`src/rtl/core/psvu_pkg.sv`:
```
package psvu_pkg;

   localparam int MaxDim     = 8;
   localparam int DimW       = 3;
   localparam int PidxW      = 6;
   localparam int ScoreW     = 41;
   localparam int SumW       = 53;
   localparam int ScaleShift = 28;

   localparam logic [ScoreW-1:0] SCORE_MAX = '1;

   // operation codes
   localparam logic [1:0] OP_CLEAR = 2'd0;
   localparam logic [1:0] OP_FIRST = 2'd1;
   localparam logic [1:0] OP_OPT   = 2'd2;

   // register indexes
   localparam logic [2:0] CSR_INERTIA = 3'd0;
   localparam logic [2:0] CSR_PGAIN   = 3'd1;
   localparam logic [2:0] CSR_GGAIN   = 3'd2;
   localparam logic [2:0] CSR_VLIMIT  = 3'd3;
   localparam logic [2:0] CSR_VLENGTH = 3'd4;

   typedef struct packed {
      logic            load;
      logic            clear;
      logic            cmp;
      logic            copy;
      logic            rd;
      logic            mul;
      logic            sum;
      logic            rnd;
      logic [DimW-1:0] idx;
   } cmd_type;

   typedef struct packed {
      logic            in_last;
      logic            opt;
      logic            pupd;
      logic [DimW-1:0] len_m1;
   } sts_type;

endpackage

```
`src/rtl/core/psvu_ctrl.sv`:
```
module psvu_ctrl (
   input  logic              clock,
   input  logic              reset,
   input  logic              req_tvalid,
   input  logic [1:0]        op,
   input  logic              rsp_tready,
   input  psvu_pkg::sts_type sts,
   output logic              req_tready,
   output logic              rsp_tvalid,
   output logic              set_opt,
   output logic              set_first,
   output psvu_pkg::cmd_type cmd
);

   localparam logic [2:0] S_IDLE = 3'd0;
   localparam logic [2:0] S_CMP  = 3'd1;
   localparam logic [2:0] S_COPY = 3'd2;
   localparam logic [2:0] S_RD   = 3'd3;
   localparam logic [2:0] S_MUL  = 3'd4;
   localparam logic [2:0] S_SUM  = 3'd5;
   localparam logic [2:0] S_RND  = 3'd6;
   localparam logic [2:0] S_OUT  = 3'd7;

   logic [2:0]                state_ff, state_in;
   logic [psvu_pkg::DimW-1:0] idx_ff, idx_in;
   logic                      acc, is_load;

   assign req_tready = (state_ff == S_IDLE);
   assign rsp_tvalid = (state_ff == S_OUT);
   assign acc        = req_tvalid && req_tready;
   assign is_load    = acc && ((op == psvu_pkg::OP_FIRST) || (op == psvu_pkg::OP_OPT));
   assign set_opt    = is_load && sts.in_last && (op == psvu_pkg::OP_OPT);
   assign set_first  = is_load && sts.in_last && (op == psvu_pkg::OP_FIRST);

   always_comb begin
      state_in  = state_ff;
      idx_in    = idx_ff;
      cmd       = '0;
      cmd.idx   = idx_ff;
      case (state_ff)
         S_IDLE: begin
            cmd.clear = acc && (op == psvu_pkg::OP_CLEAR);
            cmd.load  = is_load;
            if (is_load && sts.in_last) begin
               state_in = S_CMP;
            end
         end
         S_CMP: begin
            cmd.cmp = 1'b1;
            idx_in  = '0;
            if (sts.pupd) begin
               state_in = S_COPY;
            end else if (sts.opt) begin
               state_in = S_RD;
            end else begin
               state_in = S_IDLE;
            end
         end
         S_COPY: begin
            cmd.copy = 1'b1;
            if (idx_ff == sts.len_m1) begin
               idx_in   = '0;
               state_in = sts.opt ? S_RD : S_IDLE;
            end else begin
               idx_in = idx_ff + 1'b1;
            end
         end
         S_RD: begin
            cmd.rd   = 1'b1;
            state_in = S_MUL;
         end
         S_MUL: begin
            cmd.mul  = 1'b1;
            state_in = S_SUM;
         end
         S_SUM: begin
            cmd.sum  = 1'b1;
            state_in = S_RND;
         end
         S_RND: begin
            cmd.rnd  = 1'b1;
            state_in = S_OUT;
         end
         S_OUT: begin
            if (rsp_tready) begin
               if (idx_ff == sts.len_m1) begin
                  idx_in   = '0;
                  state_in = S_IDLE;
               end else begin
                  idx_in   = idx_ff + 1'b1;
                  state_in = S_RD;
               end
            end
         end
         default: begin
            state_in = S_IDLE;
         end
      endcase
   end

   always_ff @(posedge clock) begin
      if (reset) begin
         state_ff <= S_IDLE;
         idx_ff   <= '0;
      end else begin
         state_ff <= state_in;
         idx_ff   <= idx_in;
      end
   end

endmodule

```
`config.mk`:
```
export PLATFORM = sky130hd
export DESIGN_NAME = psvu_ctrl
export DESIGN_NICKNAME = d
export VERILOG_FILES = /design/src/rtl/core/psvu_pkg.sv /design/src/rtl/core/psvu_ctrl.sv
export SDC_FILE = /design/constraint.sdc
export NUM_CORES = 1
export LEC_CHECK = 0
export BUFFER_PORTS_ARGS = -buffer_cell sky130_fd_sc_hd__clkbuf_2
export CAP_MARGIN = 20
export CORE_MARGIN = 3
export CORE_UTILIZATION = 39
export CTS_BUF_LIST = sky130_fd_sc_hd__clkbuf_16
export DETAILED_ROUTE_END_ITERATION = 8
export GPL_ROUTABILITY_DRIVEN = 0
export PLACE_DENSITY = 0.81
export SLEW_MARGIN = 20
export SYNTH_ARGS = -nofsm -noshare
export SYNTH_HDL_FRONTEND = slang
export SYNTH_SLANG_ARGS = --single-unit
```
`constraint.sdc`:
```
create_clock -name clock -period 1.1 [get_ports clock]
set_input_delay 0.165 -clock clock [delete_from_list [all_inputs] [get_ports clock]]
set_output_delay 0.165 -clock clock [all_outputs]
set_load 0.005 [all_outputs]
```
==> results of run 1 <==
metrics by stage:
step                instance area, um2  instances  setup slack (ns)  hold WS [ns]  util, %
floorplan                          542         75           -0.0143         0.238        -
global placement                   785        127            -0.103         0.408     65.3
detailed placement                 785        127            -0.138         0.407     65.3
CTS                                995        136            -0.293         0.159     82.8
cell families after synthesis:
| kind of cell | Yosys count | share of synthesized area, % |
|---|---|---|
| compound gates | 17 | 19.5 |
| xor+xnor | 5 | 8.14 |
| fa+ha+maj | 4 | 9.30 |
| buf+inv | 8 | 6.75 |
| flops | 6 | 22.3 |
| simple gates | 35 | 34.0 |
what timing repair did:
action                                  4_1_cts
pin swaps                                    12
gates cloned                                  1
endpoints found under the setup margin       17
resized for setup                            25
setup buffers                                 5
==> flow_summary_export.csv, run 1 <==
group,metric,value,unit
run_status,outcome,"did not finish",
run_status,lastStage,"global routing (5_1_grt)",
run_status,tool.error,"[ERROR DPL-0038] Utilization greater than 100%, impossible to legalize",
yosys,yosys-top-cells-area,"dfxtp_1, ha_1, nor2_1, a21oi_1, nand2b_1",
yosys,syn-num-nets,91,
yosys,ys_seq_area_share,22.3,%
yosys,synth_edf_count,0,
placed_design,dpl.hpwl,1.16,mm
floorplanning,die_w,43.1,um
cts,cts_sinks,6,
yosys,netlist_area,538,um2
floorplanning,start_util,44.8,%
cts,postCtsHoldBufs,0,
cts,clockRootBuffer,"clkbuf_16",
yosys,post-synth-top-count-cell,"nor2_1",
floorplanning,fp.dieH,43.1,um
yosys,synth_common_cells,"nor2_1, a21oi_1, nand2_1, dfxtp_1",
cts,numCtsBuffers,3,
yosys,syn-instance-count,75,
global_route,grt_start_max_net_pins,9,
yosys,ys.flop_type,"dfxtp_1",
yosys,ys_ff_latch,6,
yosys,ys_types,26,
yosys,ys_warn_count,0,
yosys,yosysTopAreaCellShare,22.3,%
yosys,ys_async_sr_fraction,0,%
floorplanning,row_count,12,
yosys,yosysTopAreaCell,"dfxtp_1",
cts,cts.htree.levels,1,
yosys,avgSynthCellArea,7.17,um2
floorplanning,pin_count,27,
sta,grt-worst-endpoint,"set_first",
sta,worst_endpoint_kind,"primary output",
cts,cts_buffer_depth,2,
placed_design,port_buffers,26,
==> inputs of run 2 (changes only) <==
--- a/config.mk
+++ b/config.mk
@@ -7,12 +7,11 @@
 export LEC_CHECK = 0
 export BUFFER_PORTS_ARGS = -buffer_cell sky130_fd_sc_hd__clkbuf_2
 export CAP_MARGIN = 20
-export CORE_MARGIN = 3
-export CORE_UTILIZATION = 39
-export CTS_BUF_LIST = sky130_fd_sc_hd__clkbuf_16
+export CORE_AREA = 3 3 64 66
 export DETAILED_ROUTE_END_ITERATION = 8
+export DIE_AREA = 0 0 67 69
 export GPL_ROUTABILITY_DRIVEN = 0
-export PLACE_DENSITY = 0.81
+export PLACE_DENSITY_LB_ADDON = 0.15
 export SLEW_MARGIN = 20
 export SYNTH_ARGS = -nofsm -noshare
 export SYNTH_HDL_FRONTEND = slang
==> constraint.sdc (replaced) <==
create_clock -name clock -period 1.4 [get_ports clock]
set_input_delay 0.21 -clock clock [delete_from_list [all_inputs] [get_ports clock]]
set_output_delay 0.21 -clock clock [all_outputs]
set_load 0.005 [all_outputs]
==> run 2 against run 1 <==
Area after synthesis unchanged. Synthesized cell count unchanged. The flow now finishes, with violations (setup timing).
==> flow_summary_export.csv, run 2 <==
group,metric,value,unit
pwr,peakVddDrop,0.419,mV
floorplanning,pin_count,27,
global_route,antenna_found_initial,0,
finish,largestRegisters,"idx_ff (3), state_ff (3)",
sta,relSlewSlack,80.1,%
critical_path,critical_path.endpoint_type,"output port",
placed_design,port_buffers,26,
critical_path,crit_required,1.19,ns
yosys,yosysTopAreaCell,"dfxtp_1",
routing,drc,0,
placed_design,dpl.hpwl,1.27,mm
cts,cts_tree,"built",
finish,nets,127,
global_route,grt_use_total,7.32,%
flow_run,maxCapViolCount,0,
yosys,yosys-top-cells-area,"dfxtp_1, ha_1, nor2_1, a21oi_1, nand2b_1",
hold_path,min_path_type,"input port to register",
finish,drive_gt1_share,43.1,%
run_status,violations,"setup timing",
yosys,netlist_area,538,um2
yosys,ys.flop_type,"dfxtp_1",
critical_path,crit_arrival,1.23,ns
cts,cts.htree.levels,1,
finish,antennaDiodeCount,0,
hold_path,worstHoldStart,"reset",
routing,vias,628,
yosys,ys_types,26,
routing,dr.pass1.iters,4,
hold_path,min_path_cells,2,
yosys,post-synth-top-count-cell,"nor2_1",
critical_path,critPathLaunch,"state_ff[1]",
critical_path,reg2reg_from,"state_ff[2]",
sta,fin_crit,1.44,ns
floorplanning,fp.dieH,69,um
sta,skew,0.00449,ns
yosys,syn-num-nets,91,
sta,slew_violations,0,
sta,rsz0062_at_grt,"true",
routing,routed_wl,1.61,mm
yosys,ys_async_sr_fraction,0,%
floorplanning,die_w,67,um
critical_path,setup.worst_path.class,"register to output port",
cts,clockRootBuffer,"clkbuf_8",
pwr,power.leakage,0.413,nW
yosys,ys_warn_count,0,
yosys,ys_seq_area_share,22.3,%
global_route,grt_pass1_wl,2.65,mm
yosys,syn-instance-count,75,
sta,tightest_slew,0.299,ns
hold_path,hold_end,"state_ff[2]",
routing,avgRoutedWirePerCell,10.2,um
yosys,ys_ff_latch,6,
pwr,p_per_area,1540,mW/mm2
routing,via_per_inst,4.00,
floorplanning,start_util,14.8,%
finish,area_growth,64.7,%
sta,setup_viol,3,
global_route,grt_pass1_vias,611,
sta,tns,-0.105,ns
sta,period_share,103,%
critical_path,critPathLaunchType,"register",
yosys,avgSynthCellArea,7.17,um2
global_route,grt_start_max_net_pins,13,
cts,cts_buffer_depth,2,
sta,finalHoldViolCount,0,
cts,numCtsBuffers,3,
critical_path,reg2reg_depth,6,
sta,setup_ws,-0.0399,ns
finish,utilization,24.4,%
routing,drt-initial-drc-count,4,
routing,ant_nets,0,
critical_path,crit_path_max_fanout,5,
finish,layout_common_cells,"clkbuf_2, nor2_1, nand2_1, a21oi_1, buf_4",
cts,path_clk_slew,0.04,ns
global_route,overflow,0,
yosys,synth_edf_count,0,
floorplanning,core,0.00363,mm2
finish,final_common_cell,"clkbuf_2",
floorplanning,dieArea,0.00462,mm2
critical_path,r2r-end,"state_ff[0]",
finish,nFillCells,414,
sta,max_freq,0.695,GHz
yosys,synth_common_cells,"nor2_1, a21oi_1, nand2_1, dfxtp_1",
floorplanning,row_count,22,
yosys,yosysTopAreaCellShare,22.3,%
cts,insertion_delay,0.22,ns
run_status,outcome,"complete, but fails checks",
cts,cts_sinks,6,
critical_path,reg2reg_slack,0.12,ns
==> run 2: layout make-up <==
class	instances	area (um2)	share of cell area, %
inverters	5	18.8	2.12
clock buffers	3	41.3	4.66
multi-input cells	61	415	46.9
repair buffers	34	219	24.7
flip-flops and latches	6	131	14.8
well taps	48	60.1	6.78
==> run 2: timing repair <==
action | 4_1_cts | 5_1_grt
setup endpoints to repair | 7 | 9
hold buffers | 0 | 0
resized for setup | 3 | 15
setup buffers | 0 | 2
pin swaps | 4 | 3
==> run 2: routing by layer <==
layer / wire [um] / GRT usage (%) / up-vias
li1: - / - / 330
met1: 754 / 9.42 / 283
met2: 777 / 11.1 / 13
met3: 51 / 2.44 / 2
met4: 22 / 2.70 / 0
met5: 0 / 0 / -
==> run 2: how the worst max path moves through the flow <==
stage	to	slack, ns
2_1_floorplan	set_first	0.22
3_3_place_gp	set_first	0.09
3_5_place_dp	set_opt	0.06
4_1_cts	set_opt	-0.02
5_1_grt	set_opt	-0.09
6_report	cmd[9]	-0.04
==> run 2: power by group <==
part | total, mW | switching (mW) | internal (mW)
registers | 0.292 | 0.0637 | 0.228
clock network | 0.264 | 0.0787 | 0.185
logic | 0.806 | 0.360 | 0.446
total | 1.36 | 0.503 | 0.859
==> run 2: kinds of logic after synthesis <==
group | Yosys count | share of synthesized area, %
simple gates | 35 | 34.0
xor+xnor | 5 | 8.14
compound gates | 17 | 19.5
buf+inv | 8 | 6.75
fa+ha+maj | 4 | 9.30
flops | 6 | 22.3
==> run 2: through the flow <==
| step | total power, mW | area (um2) | setup slack, ns | hold slack (ns) | std cells |
|---|---|---|---|---|---|
| 2_1_floorplan | 0.632 | 538 | 0.221 | 0.283 | 75 |
| 3_3_place_gp | 0.894 | 756 | 0.0937 | 0.471 | 152 |
| 3_5_place_dp | 0.891 | 756 | 0.0605 | 0.477 | 152 |
| 4_1_cts | 1.18 | 801 | -0.0244 | 0.229 | 155 |
| 5_1_grt | 1.48 | 886 | -0.0891 | 0.248 | 157 |
| 6_report | 1.36 | 886 | -0.0399 | 0.225 | 157 |
==> run 2: worst max-delay path, stage by stage, from the launching register on <==
cell     delay [ns]
dfxtp_4        0.35
nor3_4         0.19
buf_4          0.13
buf_6          0.08
and3_4         0.16
buf_6          0.09
(Power assumes the default switching activity.)
==> inputs of run 3 (changes only) <==
--- a/config.mk
+++ b/config.mk
@@ -5,6 +5,7 @@
 export SDC_FILE = /design/constraint.sdc
 export NUM_CORES = 1
 export LEC_CHECK = 0
+export ABC_AREA = 1
 export BUFFER_PORTS_ARGS = -buffer_cell sky130_fd_sc_hd__clkbuf_2
 export CAP_MARGIN = 20
 export CORE_AREA = 3 3 64 66
==> run 3 against run 2 <==
The flow now finishes without violations. Critical path depth grew 1. Worst setup slack gained 0.080 ns. Global-route usage is essentially flat. Largest cell class unchanged.
==> flow_summary_export.csv, run 3 <==
group,metric,value,unit
flow_run,maxCapViolCount,0,
pwr,power.leakage,0.537,nW
critical_path,crit_top_cell,"nor2_4",
placed_design,dpl.hpwl,1.38,mm
critical_path,critPathLaunchType,"register",
sta,skew,0.000122,ns
routing,via_per_inst,3.81,
floorplanning,pin_count,27,
pwr,p_per_area,627,mW/mm2
pwr,p_sw_share,25.6,%
pwr,p_int,0.421,mW
routing,avgRoutedWirePerCell,9.23,um
finish,largestRegisters,"idx_ff (3), state_ff (3)",
critical_path,crit_arrival,1.15,ns
cts,cts_sinks,6,
pwr,p_clk_share,44.0,%
cts,numCtsBuffers,3,
finish,layout_common_cells,"inv_1, clkbuf_2, nand2_1",
cts,cts.htree.levels,1,
placed_design,port_buffers,26,
cts,cts_buffer_depth,2,
run_status,outcome,"finished, final reports clean",
yosys,yosysTopAreaCell,"dfxtp_1",
sta,finalHoldViolCount,0,
sta,period_share,97.1,%
global_route,overflow,0,
routing,routed_wl,1.68,mm
routing,drc,0,
yosys,ys_seq_area_share,21.5,%
yosys,ys.flop_type,"dfxtp_1",
routing,ant_nets,0,
finish,fin_area,902,um2
cts,path_clk_slew,0.03,ns
cts,insertion_delay,0.22,ns
critical_path,crit_path_top_delay_cell,"dfxtp_4",
placed_design,dpl-instance-area,779,um2
routing,dr.pass1.iters,4,
sta,relSlewSlack,81.0,%
yosys,ys_async_sr_fraction,0,%
global_route,grt_pass1_vias,654,
critical_path,worst_path_largest_cell_delay,0.34,ns
critical_path,crit_required,1.19,ns
global_route,grt_start_max_net_pins,7,
finish,nets,152,
yosys,yosysTopAreaCellShare,21.5,%
pwr,combPwrFrac,24.6,%
sta,fin_crit,1.36,ns
floorplanning,dieArea,0.00462,mm2
floorplanning,start_util,15.4,%
yosys,netlist_area,559,um2
pwr,p_sw,0.145,mW
critical_path,setup.worst_path.class,"register to output port",
yosys,avgSynthCellArea,5.83,um2
finish,antennaDiodeCount,0,
yosys,synth_common_cells,"inv_1, nand2_1, nor2_1, nand3_1",
yosys,yosys-top-cells-area,"dfxtp_1, inv_1, nand2_1, ha_1, nand3_1",
sta,tightest_slew,0.282,ns
sta,slew_violations,0,
floorplanning,fp.dieH,69,um
critical_path,critical_path.endpoint_type,"output port",
yosys,ys_types,15,
floorplanning,core,0.00363,mm2
critical_path,crit_chain,"nor2_4 > nand2_2 > nor2_4 > nand3_2 > nor2_1 > buf_2",
routing,vias,694,
global_route,grt_use_total,7.30,%
routing,drt-initial-drc-count,11,
finish,area_growth,61.3,%
hold_path,min_path_type,"input port to register",
yosys,syn-num-nets,112,
global_route,grt_pass1_wl,2.59,mm
cts,cts_tree,"built",
finish,utilization,24.8,%
sta,rsz0062_at_grt,"true",
sta,setup_viol,0,
floorplanning,die_w,67,um
yosys,post-synth-top-count-cell,"inv_1",
floorplanning,row_count,22,
yosys,ys_ff_latch,6,
yosys,syn-instance-count,96,
critical_path,crit_path_max_fanout,3,
yosys,synth_edf_count,0,
pwr,peakVddDrop,0.158,mV
finish,drive_gt1_share,39.6,%
pwr,sequentialPowerShare,31.3,%
sta,max_freq,0.735,GHz
global_route,antenna_found_initial,0,
yosys,ys_warn_count,0,
cts,clockRootBuffer,"clkbuf_8",
==> run 3: metrics by stage <==
stage	power, mW	setup TNS, ns	instances	worst slack, ns	hold slack, ns
after floorplan	0.247	0	96	0.223	0.279
after global placement	0.299	0	174	0.0709	0.474
after CTS	0.575	-0.00471	182	-0.00471	0.248
final	0.566	0	182	0.0404	0.240
after detailed placement	0.299	0	174	0.0637	0.479
after global routing	0.601	-0.0642	182	-0.0301	0.266
==> run 3: worst paths after layout <==
| kind | from | endpoint | slack, ns | cells after the start |
|---|---|---|---|---|
| setup reg to reg | state_ff[1] | idx_ff[2] | 0.12 | 7 |
| hold reg to reg | idx_ff[2] | idx_ff[2] | 0.53 | 2 |
| setup / recovery | state_ff[1] | set_opt | 0.04 | 6 |
| hold / removal | reset | state_ff[2] | 0.24 | 2 |
==> run 3: timing repair <==
| item | CTS | global route |
|---|---|---|
| resized for setup | 10 | 8 |
| endpoints found under the setup margin | 4 | 10 |
| pin swaps | 5 | 6 |
| setup buffers | 5 | 0 |
| hold buffers | 0 | 0 |
==> run 3: cell families (layout without fill, tap and decap cells) <==
kind of cell               count (synthesis)  count (layout)  synth area share [%]
AOI/OAI and AO/OA                          6               6                  5.37
and+or+nand+nor                           53              53                  44.3
DFF                                        6               6                  21.5
buffers and inverters                     25              63                  16.8
xor gates and xnor gates                   2               2                  3.13
adders and majority gates                  4               4                  8.95
==> run 3: routing by layer <==
layer  up-vias  track usage, %  wire [um]
li1        373               -          -
met1       302            7.19        683
met2        15            13.2        883
met3         4            1.47         83
met4         0            4.73         30
met5         -               0          0
==> run 3: power groups by stage <==
stage	Sequential, mW	Clock (mW)	Combinational (mW)
4_1_cts	0.177	0.259	0.139
3_5_place_dp	0.184	0	0.115
2_1_floorplan	0.183	0	0.0640
5_1_grt	0.178	0.265	0.158
6_report	0.177	0.249	0.139
3_3_place_gp	0.184	0	0.115
==> run 3: worst max-delay path: cells and delay by family (launching register included) <==
family                 cells  cell delay [ns]
buffers and inverters      1             0.11
flip-flops                 1             0.34
AND/OR/NAND/NOR            5             0.48
==> run 3: layout make-up <==
| cell class | count | area (um2) |
|---|---|---|
| inverter | 25 | 93.8 |
| sequential | 6 | 129 |
| timing repair buffer | 35 | 198 |
| fill | 422 | 2730 |
| tap | 48 | 60.1 |
| multi-input combinational | 65 | 380 |
| clock buffer | 3 | 41.3 |
